==> src/dht_pkg.sv <==
// Shared types, codes and constants for the single-wire humidity sensor decoder.
package dht_pkg;

   localparam int CMD_W    = 2;
   localparam int STAMP_W  = 16;
   localparam int TICK_W   = 8;
   localparam int THR_W    = 16;
   localparam int BYTE_W   = 8;
   localparam int WORD_W   = 16;
   localparam int FRAME_W  = 40;
   localparam int BITCNT_W = 6;
   localparam int CSR_IDX_W  = 3;
   localparam int CSR_DATA_W = 16;

   localparam int MAX_EDGES_DEF  = 128;
   localparam int FIRST_BIT_EDGE = 3;

   // Input commands
   localparam logic [CMD_W-1:0] CMD_START = 2'd0;
   localparam logic [CMD_W-1:0] CMD_TICK  = 2'd1;
   localparam logic [CMD_W-1:0] CMD_EDGE  = 2'd2;

   // Register indexes
   localparam logic [CSR_IDX_W-1:0] REG_START_TICKS  = 3'd0;
   localparam logic [CSR_IDX_W-1:0] REG_WINDOW_TICKS = 3'd1;
   localparam logic [CSR_IDX_W-1:0] REG_ZERO_THR     = 3'd2;
   localparam logic [CSR_IDX_W-1:0] REG_ONE_THR      = 3'd3;
   localparam logic [CSR_IDX_W-1:0] REG_END_THR      = 3'd4;

   // Register reset values
   localparam logic [TICK_W-1:0] START_TICKS_RST  = 8'd18;
   localparam logic [TICK_W-1:0] WINDOW_TICKS_RST = 8'd10;
   localparam logic [THR_W-1:0]  ZERO_THR_RST     = 16'd40;
   localparam logic [THR_W-1:0]  ONE_THR_RST      = 16'd60;
   localparam logic [THR_W-1:0]  END_THR_RST      = 16'd200;

   typedef struct packed {
      logic [TICK_W-1:0] start_ticks;
      logic [TICK_W-1:0] window_ticks;
      logic [THR_W-1:0]  zero_threshold;
      logic [THR_W-1:0]  one_threshold;
      logic [THR_W-1:0]  end_threshold;
   } cfg_type;

   typedef struct packed {
      logic              drive_low;
      logic              capturing;
      logic              acq_done;
      logic              checksum_bad;
      logic              start_refused;
      logic [WORD_W-1:0] humidity_word;
      logic [WORD_W-1:0] temperature_word;
      logic [BYTE_W-1:0] check_byte;
   } rsp_type;

endpackage

==> src/dht_if.sv <==
// Channel interfaces: request, response and register write.
interface dht_req_if;
   import dht_pkg::*;
   logic               valid;
   logic               ready;
   logic [CMD_W-1:0]   cmd;
   logic [STAMP_W-1:0] timestamp;
   modport source (output valid, cmd, timestamp, input ready);
   modport sink   (input valid, cmd, timestamp, output ready);
endinterface

interface dht_rsp_if;
   import dht_pkg::*;
   logic              valid;
   logic              ready;
   logic              drive_low;
   logic              capturing;
   logic              acq_done;
   logic              checksum_bad;
   logic              start_refused;
   logic [WORD_W-1:0] humidity_word;
   logic [WORD_W-1:0] temperature_word;
   logic [BYTE_W-1:0] check_byte;
   modport source (output valid, drive_low, capturing, acq_done, checksum_bad, start_refused,
                   humidity_word, temperature_word, check_byte, input ready);
   modport sink   (input valid, drive_low, capturing, acq_done, checksum_bad, start_refused,
                   humidity_word, temperature_word, check_byte, output ready);
endinterface

interface dht_csr_if;
   import dht_pkg::*;
   logic                  valid;
   logic                  ready;
   logic [CSR_IDX_W-1:0]  index;
   logic [CSR_DATA_W-1:0] data;
   modport source (output valid, index, data, input ready);
   modport sink   (input valid, index, data, output ready);
endinterface

==> src/dht_cfg_regs.sv <==
// Configuration register file for the decoder.
module dht_cfg_regs (
   input  logic                           clock,
   input  logic                           reset,
   input  logic                           wr_en,
   input  logic [dht_pkg::CSR_IDX_W-1:0]  wr_index,
   input  logic [dht_pkg::CSR_DATA_W-1:0] wr_data,
   output dht_pkg::cfg_type               cfg
);
   import dht_pkg::*;

   cfg_type cfg_ff;

   always_ff @(posedge clock) begin
      if (reset) begin
         cfg_ff.start_ticks    <= START_TICKS_RST;
         cfg_ff.window_ticks   <= WINDOW_TICKS_RST;
         cfg_ff.zero_threshold <= ZERO_THR_RST;
         cfg_ff.one_threshold  <= ONE_THR_RST;
         cfg_ff.end_threshold  <= END_THR_RST;
      end else if (wr_en) begin
         unique case (wr_index)
            REG_START_TICKS:  cfg_ff.start_ticks    <= wr_data[TICK_W-1:0];
            REG_WINDOW_TICKS: cfg_ff.window_ticks   <= wr_data[TICK_W-1:0];
            REG_ZERO_THR:     cfg_ff.zero_threshold <= wr_data[THR_W-1:0];
            REG_ONE_THR:      cfg_ff.one_threshold  <= wr_data[THR_W-1:0];
            REG_END_THR:      cfg_ff.end_threshold  <= wr_data[THR_W-1:0];
            default: ;  // unmapped index, ignored
         endcase
      end
   end

   assign cfg = cfg_ff;

endmodule

==> src/dht_core.sv <==
// Acquisition state, bit decode and result register.
module dht_core #(
   parameter int MAX_EDGES = dht_pkg::MAX_EDGES_DEF
) (
   input  logic                        clock,
   input  logic                        reset,
   input  logic                        advance,
   input  logic [dht_pkg::CMD_W-1:0]   cmd,
   input  logic [dht_pkg::STAMP_W-1:0] timestamp,
   input  dht_pkg::cfg_type            cfg,
   output dht_pkg::rsp_type            rsp
);
   import dht_pkg::*;

   localparam int EdgeW = $clog2(MAX_EDGES + 1);

   typedef enum logic [1:0] {PH_IDLE, PH_START, PH_CAPTURE, PH_END} phase_type;

   phase_type            phase_ff, phase_in;
   logic [TICK_W-1:0]    tick_count_ff, tick_count_in, tick_dec;
   logic                 running_ff, running_in;
   logic                 done_ff, done_in;
   logic [EdgeW-1:0]     edge_index_ff, edge_index_in;
   logic [STAMP_W-1:0]   last_stamp_ff, last_stamp_in;
   logic                 frame_ended_ff, frame_ended_in;
   logic [BITCNT_W-1:0]  bit_count_ff, bit_count_in;
   logic [FRAME_W-1:0]   frame_bits_ff, frame_bits_in;
   logic                 bad, refused;
   logic [STAMP_W-1:0]   diff;
   logic [BYTE_W-1:0]    sum;
   rsp_type              rsp_ff, rsp_in;

   assign tick_dec = (tick_count_ff != '0) ? tick_count_ff - TICK_W'(1) : tick_count_ff;
   assign diff     = timestamp - last_stamp_ff;
   assign sum      = frame_bits_ff[39:32] + frame_bits_ff[31:24]
                   + frame_bits_ff[23:16] + frame_bits_ff[15:8];

   always_comb begin
      phase_in       = phase_ff;
      tick_count_in  = tick_count_ff;
      running_in     = running_ff;
      done_in        = done_ff;
      edge_index_in  = edge_index_ff;
      last_stamp_in  = last_stamp_ff;
      frame_ended_in = frame_ended_ff;
      bit_count_in   = bit_count_ff;
      frame_bits_in  = frame_bits_ff;
      bad            = 1'b0;
      refused        = 1'b0;

      case (cmd)
         CMD_START: begin
            if (running_ff) begin
               refused = 1'b1;
            end else begin
               running_in = 1'b1;
               done_in    = 1'b0;
               phase_in   = PH_IDLE;
            end
         end
         CMD_TICK: begin
            tick_count_in = tick_dec;
            unique case (phase_ff)
               PH_IDLE: begin
                  if (running_ff) begin
                     phase_in      = PH_START;
                     tick_count_in = cfg.start_ticks;
                  end
               end
               PH_START: begin
                  if (tick_dec == '0) begin
                     phase_in       = PH_CAPTURE;
                     tick_count_in  = cfg.window_ticks;
                     edge_index_in  = '0;
                     last_stamp_in  = '0;
                     frame_ended_in = 1'b0;
                     bit_count_in   = '0;
                     frame_bits_in  = '0;
                  end
               end
               PH_CAPTURE: begin
                  if (tick_dec == '0) phase_in = PH_END;
               end
               PH_END: begin
                  phase_in = PH_IDLE;
                  if (sum == frame_bits_ff[7:0]) begin
                     running_in = 1'b0;
                     done_in    = 1'b1;
                  end else begin
                     bad = 1'b1;  // running stays set: retry from idle
                  end
               end
               default: ;
            endcase
         end
         CMD_EDGE: begin
            if (phase_ff == PH_CAPTURE && edge_index_ff < EdgeW'(MAX_EDGES)) begin
               if (edge_index_ff >= EdgeW'(FIRST_BIT_EDGE) && !frame_ended_ff) begin
                  if (diff > cfg.end_threshold) begin
                     frame_ended_in = 1'b1;
                  end else if (diff < cfg.zero_threshold || diff > cfg.one_threshold) begin
                     if (bit_count_ff < BITCNT_W'(FRAME_W)) begin
                        if (diff > cfg.one_threshold)
                           frame_bits_in[BITCNT_W'(FRAME_W - 1) - bit_count_ff] = 1'b1;
                        bit_count_in = bit_count_ff + BITCNT_W'(1);
                     end
                  end
               end
               last_stamp_in = timestamp;
               edge_index_in = edge_index_ff + EdgeW'(1);
            end
         end
         default: ;  // unused command
      endcase

      rsp_in.drive_low        = (phase_in == PH_START);
      rsp_in.capturing        = (phase_in == PH_CAPTURE);
      rsp_in.acq_done         = done_in;
      rsp_in.checksum_bad     = bad;
      rsp_in.start_refused    = refused;
      rsp_in.humidity_word    = frame_bits_in[39:24];
      rsp_in.temperature_word = frame_bits_in[23:8];
      rsp_in.check_byte       = frame_bits_in[7:0];
   end

   always_ff @(posedge clock) begin
      if (reset) begin
         phase_ff       <= PH_IDLE;
         tick_count_ff  <= '0;
         running_ff     <= 1'b0;
         done_ff        <= 1'b0;
         edge_index_ff  <= '0;
         last_stamp_ff  <= '0;
         frame_ended_ff <= 1'b0;
         bit_count_ff   <= '0;
         frame_bits_ff  <= '0;
      end else if (advance) begin
         phase_ff       <= phase_in;
         tick_count_ff  <= tick_count_in;
         running_ff     <= running_in;
         done_ff        <= done_in;
         edge_index_ff  <= edge_index_in;
         last_stamp_ff  <= last_stamp_in;
         frame_ended_ff <= frame_ended_in;
         bit_count_ff   <= bit_count_in;
         frame_bits_ff  <= frame_bits_in;
      end
      if (advance) rsp_ff <= rsp_in;
   end

   assign rsp = rsp_ff;

endmodule

==> src/dht_sensor_acquire_decode.sv <==
// Top level of the single-wire humidity/temperature sensor acquisition and decode block.
//
// Use:
//  - req_bus carries one command per beat: start request, timer tick, or a
//    captured edge with its 16-bit timer stamp. Ticks walk the acquisition
//    through start pulse, capture window and end; edges in the window are
//    decoded into a 40-bit frame, checked on the end tick.
//  - rsp_bus returns exactly one beat per request beat, showing the state
//    after that command: line-drive and window flags, the done flag, checksum-bad /
//    refused pulses and the current frame words.
//  - csr_bus writes the five timing and threshold registers; always ready.
//    Write only while no request is in flight.
// Timing:
//  - A request beat is held in the input register, then decoded against the
//    state into the result register in one compare-and-shift step.
//  - Throughput one beat per cycle while rsp_bus is ready.
// Reset: synchronous; registers return to their defaults, state to idle,
//  frame cleared, no result pending.
// Stall: while rsp_bus is held off the result register keeps its beat and
//  one more request still enters the input register; then req_bus.ready drops.
module dht_sensor_acquire_decode #(
   parameter int MAX_EDGES = dht_pkg::MAX_EDGES_DEF
) (
   input logic      clock,
   input logic      reset,
   dht_req_if.sink   req_bus,
   dht_rsp_if.source rsp_bus,
   dht_csr_if.sink   csr_bus
);
   import dht_pkg::*;

   // input register
   logic               in_valid_ff, in_valid_in;
   logic [CMD_W-1:0]   in_cmd_ff;
   logic [STAMP_W-1:0] in_stamp_ff;
   // result register valid
   logic               out_valid_ff, out_valid_in;
   logic               advance;
   logic               req_take;
   cfg_type            cfg;
   rsp_type            rsp;

   // Decode moves a beat on when the result register is free or being emptied.
   assign advance  = in_valid_ff && (!out_valid_ff || rsp_bus.ready);
   assign req_bus.ready = !in_valid_ff || advance;
   assign req_take = req_bus.valid && req_bus.ready;

   assign in_valid_in  = req_take || (in_valid_ff && !advance);
   assign out_valid_in = advance || (out_valid_ff && !rsp_bus.ready);

   always_ff @(posedge clock) begin
      if (reset) begin
         in_valid_ff  <= 1'b0;
         out_valid_ff <= 1'b0;
      end else begin
         in_valid_ff  <= in_valid_in;
         out_valid_ff <= out_valid_in;
      end
      if (req_take) begin
         in_cmd_ff   <= req_bus.cmd;
         in_stamp_ff <= req_bus.timestamp;
      end
   end

   assign csr_bus.ready = 1'b1;

   dht_cfg_regs u_cfg (
      .clock    (clock),
      .reset    (reset),
      .wr_en    (csr_bus.valid),
      .wr_index (csr_bus.index),
      .wr_data  (csr_bus.data),
      .cfg      (cfg)
   );

   dht_core #(.MAX_EDGES(MAX_EDGES)) u_core (
      .clock     (clock),
      .reset     (reset),
      .advance   (advance),
      .cmd       (in_cmd_ff),
      .timestamp (in_stamp_ff),
      .cfg       (cfg),
      .rsp       (rsp)
   );

   assign rsp_bus.valid            = out_valid_ff;
   assign rsp_bus.drive_low        = rsp.drive_low;
   assign rsp_bus.capturing        = rsp.capturing;
   assign rsp_bus.acq_done         = rsp.acq_done;
   assign rsp_bus.checksum_bad     = rsp.checksum_bad;
   assign rsp_bus.start_refused    = rsp.start_refused;
   assign rsp_bus.humidity_word    = rsp.humidity_word;
   assign rsp_bus.temperature_word = rsp.temperature_word;
   assign rsp_bus.check_byte       = rsp.check_byte;

   // Start pulse and capture window are exclusive phases.
   a_phase_excl: assert property (@(posedge clock) disable iff (reset)
      out_valid_ff |-> !(rsp.drive_low && rsp.capturing))
      else $error("drive_low and capturing both set");

   // A held reading always carries a matching checksum.
   a_done_sum: assert property (@(posedge clock) disable iff (reset)
      (out_valid_ff && rsp.acq_done) |->
         (BYTE_W'(rsp.humidity_word[15:8] + rsp.humidity_word[7:0]
                 + rsp.temperature_word[15:8] + rsp.temperature_word[7:0])
          == rsp.check_byte))
      else $error("acq_done with bad checksum");

   // Refusal and checksum failure come from different commands.
   a_pulse_excl: assert property (@(posedge clock) disable iff (reset)
      out_valid_ff |-> !(rsp.checksum_bad && rsp.start_refused))
      else $error("checksum_bad and start_refused together");

   // An empty result register never blocks the request side.
   a_no_bubble: assert property (@(posedge clock) disable iff (reset)
      !out_valid_ff |-> req_bus.ready)
      else $error("request stalled with empty result register");

endmodule
==> src/flat_wrapper.sv <==
// flat-port wrapper written by rule: the top's interface ports become plain ports
module dht_sensor_acquire_decode_flat import dht_pkg::*;
#(
   parameter int MAX_EDGES = dht_pkg::MAX_EDGES_DEF
)
  (clock, reset, req_bus_valid, req_bus_cmd, req_bus_timestamp, req_bus_ready, rsp_bus_valid, rsp_bus_drive_low, rsp_bus_capturing, rsp_bus_acq_done, rsp_bus_checksum_bad, rsp_bus_start_refused, rsp_bus_humidity_word, rsp_bus_temperature_word, rsp_bus_check_byte, rsp_bus_ready, csr_bus_valid, csr_bus_index, csr_bus_data, csr_bus_ready);
  dht_req_if req_bus_i ();
  dht_rsp_if rsp_bus_i ();
  dht_csr_if csr_bus_i ();
  input logic clock;
  input logic reset;
  input wire logic [$bits(req_bus_i.valid)-1:0] req_bus_valid;
  input wire logic [$bits(req_bus_i.cmd)-1:0] req_bus_cmd;
  input wire logic [$bits(req_bus_i.timestamp)-1:0] req_bus_timestamp;
  output wire logic [$bits(req_bus_i.ready)-1:0] req_bus_ready;
  output wire logic [$bits(rsp_bus_i.valid)-1:0] rsp_bus_valid;
  output wire logic [$bits(rsp_bus_i.drive_low)-1:0] rsp_bus_drive_low;
  output wire logic [$bits(rsp_bus_i.capturing)-1:0] rsp_bus_capturing;
  output wire logic [$bits(rsp_bus_i.acq_done)-1:0] rsp_bus_acq_done;
  output wire logic [$bits(rsp_bus_i.checksum_bad)-1:0] rsp_bus_checksum_bad;
  output wire logic [$bits(rsp_bus_i.start_refused)-1:0] rsp_bus_start_refused;
  output wire logic [$bits(rsp_bus_i.humidity_word)-1:0] rsp_bus_humidity_word;
  output wire logic [$bits(rsp_bus_i.temperature_word)-1:0] rsp_bus_temperature_word;
  output wire logic [$bits(rsp_bus_i.check_byte)-1:0] rsp_bus_check_byte;
  input wire logic [$bits(rsp_bus_i.ready)-1:0] rsp_bus_ready;
  input wire logic [$bits(csr_bus_i.valid)-1:0] csr_bus_valid;
  input wire logic [$bits(csr_bus_i.index)-1:0] csr_bus_index;
  input wire logic [$bits(csr_bus_i.data)-1:0] csr_bus_data;
  output wire logic [$bits(csr_bus_i.ready)-1:0] csr_bus_ready;
  assign req_bus_i.valid = req_bus_valid;
  assign req_bus_i.cmd = req_bus_cmd;
  assign req_bus_i.timestamp = req_bus_timestamp;
  assign req_bus_ready = req_bus_i.ready;
  assign rsp_bus_valid = rsp_bus_i.valid;
  assign rsp_bus_drive_low = rsp_bus_i.drive_low;
  assign rsp_bus_capturing = rsp_bus_i.capturing;
  assign rsp_bus_acq_done = rsp_bus_i.acq_done;
  assign rsp_bus_checksum_bad = rsp_bus_i.checksum_bad;
  assign rsp_bus_start_refused = rsp_bus_i.start_refused;
  assign rsp_bus_humidity_word = rsp_bus_i.humidity_word;
  assign rsp_bus_temperature_word = rsp_bus_i.temperature_word;
  assign rsp_bus_check_byte = rsp_bus_i.check_byte;
  assign rsp_bus_i.ready = rsp_bus_ready;
  assign csr_bus_i.valid = csr_bus_valid;
  assign csr_bus_i.index = csr_bus_index;
  assign csr_bus_i.data = csr_bus_data;
  assign csr_bus_ready = csr_bus_i.ready;
  dht_sensor_acquire_decode #(.MAX_EDGES(MAX_EDGES)) u_core (.clock(clock), .reset(reset), .req_bus(req_bus_i), .rsp_bus(rsp_bus_i), .csr_bus(csr_bus_i));
endmodule
==> config.mk <==
export PLATFORM = sky130hd
export DESIGN_NAME = dht_sensor_acquire_decode_flat
export DESIGN_NICKNAME = d
export VERILOG_FILES = /design/src/dht_pkg.sv /design/src/dht_if.sv /design/src/dht_cfg_regs.sv /design/src/dht_core.sv /design/src/dht_sensor_acquire_decode.sv /design/src/flat_wrapper.sv
export SDC_FILE = /design/constraint.sdc
export NUM_CORES = 1
export LEC_CHECK = 0
export BUFFER_PORTS_ARGS = -buffer_cell sky130_fd_sc_hd__buf_2
export CORE_AREA = 2 2 170 172
export DETAILED_ROUTE_END_ITERATION = 16
export DIE_AREA = 0 0 172 174
export MAX_ROUTING_LAYER = met4
export PLACE_DENSITY = 0.53
export SLEW_MARGIN = 0
export SYNTH_ARGS = -nofsm -noshare
export SYNTH_HDL_FRONTEND = slang
export SYNTH_SLANG_ARGS = --single-unit
export TNS_END_PERCENT = 100
==> constraint.sdc <==
create_clock -name clock -period 11.4 [get_ports clock]
set_clock_uncertainty 0.2 [all_clocks]
set_input_delay 2.28 -clock clock [delete_from_list [all_inputs] [get_ports clock]]
set_output_delay 2.28 -clock clock [all_outputs]
set_load 0.05 [all_outputs]
=== After elaboration in Yosys (flattened, before gate mapping) ===
Cells that the tools add are included.

* $add $sub $neg: 8
* Equality and inequality tests: 22
* Bitwise operators: 1
* Reduce and logical (&&, ||, !) cells: 35
* Shift-type cells: 0
* Div/mod/pow operators: 0
* Multiplexer cells: 52
* $mul: 0
* $lt $le $gt $ge: 8

{| class="wikitable"
|+ Operator list
! operator !! number
|-
| $mux W40 || 8
|-
| $pmux W40 S2 || 1
|-
| $mux W16 || 3
|-
| $mux W8 || 6
|-
| $mux W6 || 7
|-
| $or A40 B40 Y40 || 1
|-
| $gt A16 B16 Y1 || 2
|-
| $pmux W16 S2 || 1
|-
| $pmux W8 S2 || 2
|-
| $add A8 B8 Y8 || 3
|-
| $ne A2 B2 Y1 const B || 9
|-
| $lt A16 B16 Y1 || 1
|-
| $sub A16 B16 Y16 || 1
|-
| $reduce_and A2 Y1 || 7
|-
| $mux W1 || 13
|-
| $pmux W6 S2 || 1
|-
| $reduce_and A9 Y1 || 1
|-
| $add A8 B1 Y8 const B || 1
|-
| $eq A2 B2 Y1 const B || 4
|-
| $eq A8 B8 Y1 || 1
|-
| $ge A8 B2 Y1 const B || 1
|-
| $logic_not A8 Y1 || 1
|-
| $lt A8 B8 Y1 const B || 1
|-
| $mux W2 || 4
|-
| 25 further kinds || 46
|}

* ROM bits: 0
* Memories kept: 0
* Bits of input ports: 42
* Output and inout bits: 48
* Latch bits: 0
* RAM bits: 0
* Logic and storage cells: 152
* Bits in registers: 212

=== Depth between registers and ports, before layout ===
* Depth in word-level cells: 13
* Gate-level depth with buffers: 22
* Depth with buffers taken out: 20

=== Cells and area by module ===
From an unflattened synthesis, not the netlist that was laid out.

* Cell total of the unflattened synthesis: 1187
* Area total of the unflattened synthesis: 11498.5 um^2

{| class="wikitable"
|+ By module, submodules not included
! module !! cells an instance !! sequential area each (um^2) !! area each (um^2) !! times used
|-
| dht_core || 917 || 3012.9 || 8254.2 || 1
|-
| dht_cfg_regs || 240 || 1281.2 || 2588.7 || 1
|-
| dht_sensor_acquire_decode || 30 || 580.6 || 655.6 || 1
|}

=== Worst setup path after synthesis ===
Ideal clock, no wire load.

* Path type: input to output
* From: input rsp_bus_ready
* To: output req_bus_ready
* Stages on the path: 2
* Data arrival time: 2.784 ns
* Path buffers: 0
* Data required time: 8.920 ns
* Path slack: 6.136 ns
* Cells stage by stage: nor2b_1 > nand2_1

* Word-level cells in the longest chain between the ends: 3

{| class="wikitable"
|+ RTL lines
! what !! RTL line !! RTL
|-
| from (decl) || flat_wrapper.sv:25 || <nowiki>input wire logic [$bits(rsp_bus_i.ready)-1:0] rsp_bus_ready;</nowiki>
|-
| $logic_or A1 B1 Y1 || dht_sensor_acquire_decode.sv:44 || <nowiki>assign advance = in_valid_ff && (!out_valid_ff || rsp_bus.ready);</nowiki>
|-
| $logic_and A1 B1 Y1 || dht_sensor_acquire_decode.sv:44 ||
|-
| $logic_or A1 B1 Y1 || dht_sensor_acquire_decode.sv:45 || <nowiki>assign req_bus.ready = !in_valid_ff || advance;</nowiki>
|-
| to (decl) || flat_wrapper.sv:15 || <nowiki>output wire logic [$bits(req_bus_i.ready)-1:0] req_bus_ready;</nowiki>
|}

Every way passes these cells.

=== Worst setup path after layout ===
* From: register u_core.in_stamp_ff[2]
* To: register u_core.u_core.rsp_ff, in the netlist u_core.u_core.rsp[27] (data pin)

* Word-level cells in the longest chain between the ends: 9
* Elaborated cells on any way between the ends: 12
* Classes of those cells: add/sub (1); order compare (3); mux (7); reduce/logical (1)

{| class="wikitable"
|+ RTL lines
! what !! RTL line !! RTL
|-
| from (decl) || dht_sensor_acquire_decode.sv:35 || <nowiki>logic [STAMP_W-1:0] in_stamp_ff;</nowiki>
|-
| from (signal assigned) || dht_sensor_acquire_decode.sv:61 || <nowiki>in_stamp_ff <= req_bus.timestamp;</nowiki>
|-
| $sub A16 B16 Y16 * || dht_core.sv:34 || <nowiki>assign diff = timestamp - last_stamp_ff;</nowiki>
|-
| $gt A16 B16 Y1 || dht_core.sv:101, dht_core.sv:103 ||
|-
| $mux W40 || dht_core.sv:103 || <nowiki>if (diff > cfg.one_threshold)</nowiki>
|-
| $mux W40 || dht_core.sv:102 || <nowiki>if (bit_count_ff < BITCNT_W'(FRAME_W)) begin</nowiki>
|-
| $mux W40 || dht_core.sv:101 || <nowiki>end else if (diff < cfg.zero_threshold || diff > cfg.one_threshold) begin</nowiki>
|-
| $mux W40 * || dht_core.sv:99 || <nowiki>if (diff > cfg.end_threshold) begin</nowiki>
|-
| $mux W40 * || dht_core.sv:98 || <nowiki>if (edge_index_ff >= EdgeW'(FIRST_BIT_EDGE) && !frame_ended_ff) begin</nowiki>
|-
| $mux W40 * || dht_core.sv:97 || <nowiki>if (phase_ff == PH_CAPTURE && edge_index_ff < EdgeW'(MAX_EDGES)) begin</nowiki>
|-
| $pmux W40 S2 * || dht_core.sv:51 || <nowiki>case (cmd)</nowiki>
|-
| named net u_core.u_core.frame_bits_in[27] || dht_core.sv:27 || <nowiki>logic [FRAME_W-1:0] frame_bits_ff, frame_bits_in;</nowiki>
|-
| to (signal assigned) || dht_core.sv:148 || <nowiki>if (advance) rsp_ff <= rsp_in;</nowiki>
|-
| to (decl) || dht_core.sv:31 || <nowiki>rsp_type rsp_ff, rsp_in;</nowiki>
|}

Mark *: on every way through the listed nets, which the timed path passes. The rest lies on a longest branch.
A chain may end at the register's enable or synchronous reset.

==> results.json <==
{
  "placed_cell_area_um2": 11900,
  "ant_nets": 0,
  "cap_viol_max_count": 0,
  "ys_ff_latch": 212,
  "arrival_ns": 5.87,
  "die-area_um2": 29900,
  "crit_start": "u_core.in_stamp_ff[2]",
  "status": "finished, final reports clean",
  "die-width_um": 172,
  "power.total_mw": 1.74,
  "gr-total-overflow": 0,
  "start_util_pct": 39.5,
  "clockRootBuffer": "clkbuf_16",
  "p_sw_share_pct": 26.1,
  "clkPwrFrac_pct": 41.6,
  "synth_enable_flop_cells": 63,
  "tightest_slew_ns": 1.10,
  "pre_cts_ws_ns": 5.66,
  "vias": 8856,
  "dp_hpwl_um": 20200,
  "track_usage_pct": 19.6,
  "grt_pass1_vias": 8299,
  "combPwrFrac_pct": 12.2,
  "cts_tree": "done",
  "ctsHoldBuffers": 0,
  "synth_cells": 1225,
  "grt_max_degree": 71,
  "worst_setup_path_start_kind": "flop",
  "setup_viol": 0,
  "whs_path_depth": 2,
  "power_density_nw_per_um2": 138,
  "max_freq_mhz": 174,
  "yosysUniqueCellTypes": 68,
  "async_flop_share_pct": 0,
  "synthFlopType": "dfxtp_1",
  "grt_pass1_wl_um": 45500,
  "path_clk_slew_ns": 0.06,
  "h-tree-depth": 1,
  "placedCellCount": 1652,
  "slew_headroom_pct": 26.6,
  "r2r_start": "u_core.in_stamp_ff[2]",
  "crit_type": "flop to flop",
  "p_switching_mw": 0.455,
  "hold_viol_final": 0,
  "syn_area_per_cell_um2": 9.10,
  "antenna_found_initial": 0,
  "fin_util_pct": 44.9,
  "dr.first_iter.drc_count": 638,
  "worst_skew_pair.late_latency_ns": 0.52,
  "insertedDiodeCount": 0,
  "met2_usage_pct": 32.1,
  "busiest_layer": "met2",
  "whs_ns": 0.256,
  "final_cell_mix": "nand2_1 (208), dfxtp_1 (149), a21oi_1 (99)",
  "p_leak_nw": 4.83,
  "cts.sinks": 212,
  "intPower_mw": 1.29,
  "post-cts-setup-buffer-count": 0,
  "finalNetCount": 1429,
  "drt_first_pass_iters": 5,
  "period_share_pct": 50.3,
  "port_buffers": 88,
  "hp-start": "u_core.u_cfg.cfg[43]",
  "core_um2": 28200,
  "r2r_cells": 17,
  "wl_per_cell_um": 16.7,
  "cp_max_fo": 16,
  "syn_area_um2": 11100,
  "cts_resized": 0,
  "die_h_um": 174,
  "pin_count": 90,
  "layout_commonest_cell": "nand2_1",
  "fin_crit_ns": 5.74,
  "p_seq_share_pct": 46.2,
  "drc": 0,
  "slew_violations": 0,
  "cts_buffers": 24,
  "met1_usage_pct": 25.8,
  "setup_ws_ns": 5.66,
  "design_area_um2": 12700,
  "yosysWarnings": 0,
  "worst_setup_path_end_kind": "flop",
  "hp-class": "flop to flop",
  "wirelength_um": 28400,
  "synthesis.nets": 1360,
  "peakVddDrop_uv": 117,
  "layout-drive-gt1-share_pct": 10.7,
  "ys_seq_area_share_pct": 43.7,
  "gp_congestion": 0.832,
  "cts_buffer_depth": 3,
  "use_met3_pct": 2.71,
  "num_rows": 62,
  "fin_setup_tns_ns": 0,
  "final-instance-count-excl-fill": 1696,
  "viasPerCell": 5.22,
  "area_delta_synth_final_pct": 13.6,
  "required_ns": 11.53,
  "rsz0062_at_grt": "no"
}
[per-layer routing]
metal / up-vias / share of wire (%)
met1: 4155 / 46
met5: - / 0
met2: 171 / 47
met4: 0 / 2.1
met3: 47 / 4.3
li1: 4483 / -
[power groups by stage]
stage / clock, mW / sequential, mW / combinational, mW
floorplan: 0 / 0.847 / 0.125
CTS: 0.747 / 0.804 / 0.214
global route: 0.776 / 0.806 / 0.237
finish: 0.726 / 0.804 / 0.212
global placement: 0 / 0.820 / 0.211
detailed placement: 0 / 0.821 / 0.213
[synth_stat cells (all sizes together), types with 16 or more instances]
master	instances	share of area, %
nor3	19	0.90
a211oi	16	1.1
xnor2	27	2.1
o21ai	50	2.2
nor2	91	3.1
a22o	25	2.0
o211ai	33	2.3
dfxtp	149	27
ha	78	8.8
inv	76	2.6
clkbuf	42	1.4
edfxtp	63	17
nand3	24	1.1
mux2i	24	2.2
nand2	208	7.0
a21oi	99	4.4
[flip-flops by register name (all words and copies together) (netlist names)]
signal                        flops
u_core.in_cmd_ff                  2
u_core.in_stamp_ff               16
u_core.in_valid_ff                1
u_core.rsp_bus.valid              1
u_core.u_cfg.cfg                 64
u_core.u_core.bit_count_ff        6
u_core.u_core.done_ff             1
u_core.u_core.edge_index_ff       8
u_core.u_core.frame_bits_ff      40
u_core.u_core.frame_ended_ff      1
u_core.u_core.last_stamp_ff      16
u_core.u_core.phase_ff            2
u_core.u_core.rsp                45
u_core.u_core.running_ff          1
u_core.u_core.tick_count_ff       8
[area by class of cell]
| cell class | count | area (um^2) |
|---|---|---|
| Timing Repair Buffer | 98 | 515 |
| Clock inverter | 5 | 23.8 |
| Inverter | 78 | 293 |
| Sequential cell | 212 | 4870 |
| Tap cell | 384 | 480 |
| Multi-Input combinational cell | 880 | 5770 |
| Fill cell | 2908 | 15600 |
| Clock buffer | 39 | 709 |
[logic make-up (layout without fill, tap and decap cells)]
| group | Yosys count | count (layout) | share of synthesized area [%] |
|---|---|---|---|
| and+or+nand+nor | 430 | 430 | 17.6 |
| AOI/OAI and AO/OA | 292 | 292 | 17.3 |
| DFF | 212 | 212 | 43.7 |
| buffers and inverters | 133 | 220 | 4.66 |
| adders and majority gates | 93 | 93 | 11.4 |
| xor gates and xnor gates | 39 | 39 | 3.06 |
| muxes | 25 | 25 | 2.26 |
| other | 1 | 1 | 0.0336 |
[worst max-delay path, cell delays in order (launching register included)]
cell and delay [ns]:
edfxtp_1 0.40, ha_1 0.35, nor2b_1 0.15, o21a_1 0.17, o21ai_0 0.14, nand2b_1 0.09
a31o_2 0.26, a31oi_1 0.26, a21oi_1 0.14, o311ai_0 0.70, ha_1 0.38, a21o_1 0.16
a21oi_1 0.14, a31oi_1 0.14, or3_1 0.41, nor3_1 0.48, nand4_1 0.56, o21ai_0 0.40
[path summary, 6_finish.rpt]
check | to | slack, ns
setup reg to reg | u_core.u_core.rsp[27] | 5.66
hold / removal | u_core.u_cfg.cfg[43] | 0.26
hold reg to reg | u_core.u_cfg.cfg[43] | 0.26
setup / recovery | u_core.u_core.rsp[27] | 5.66
Note: power is estimated with default switching activity, not from simulation.
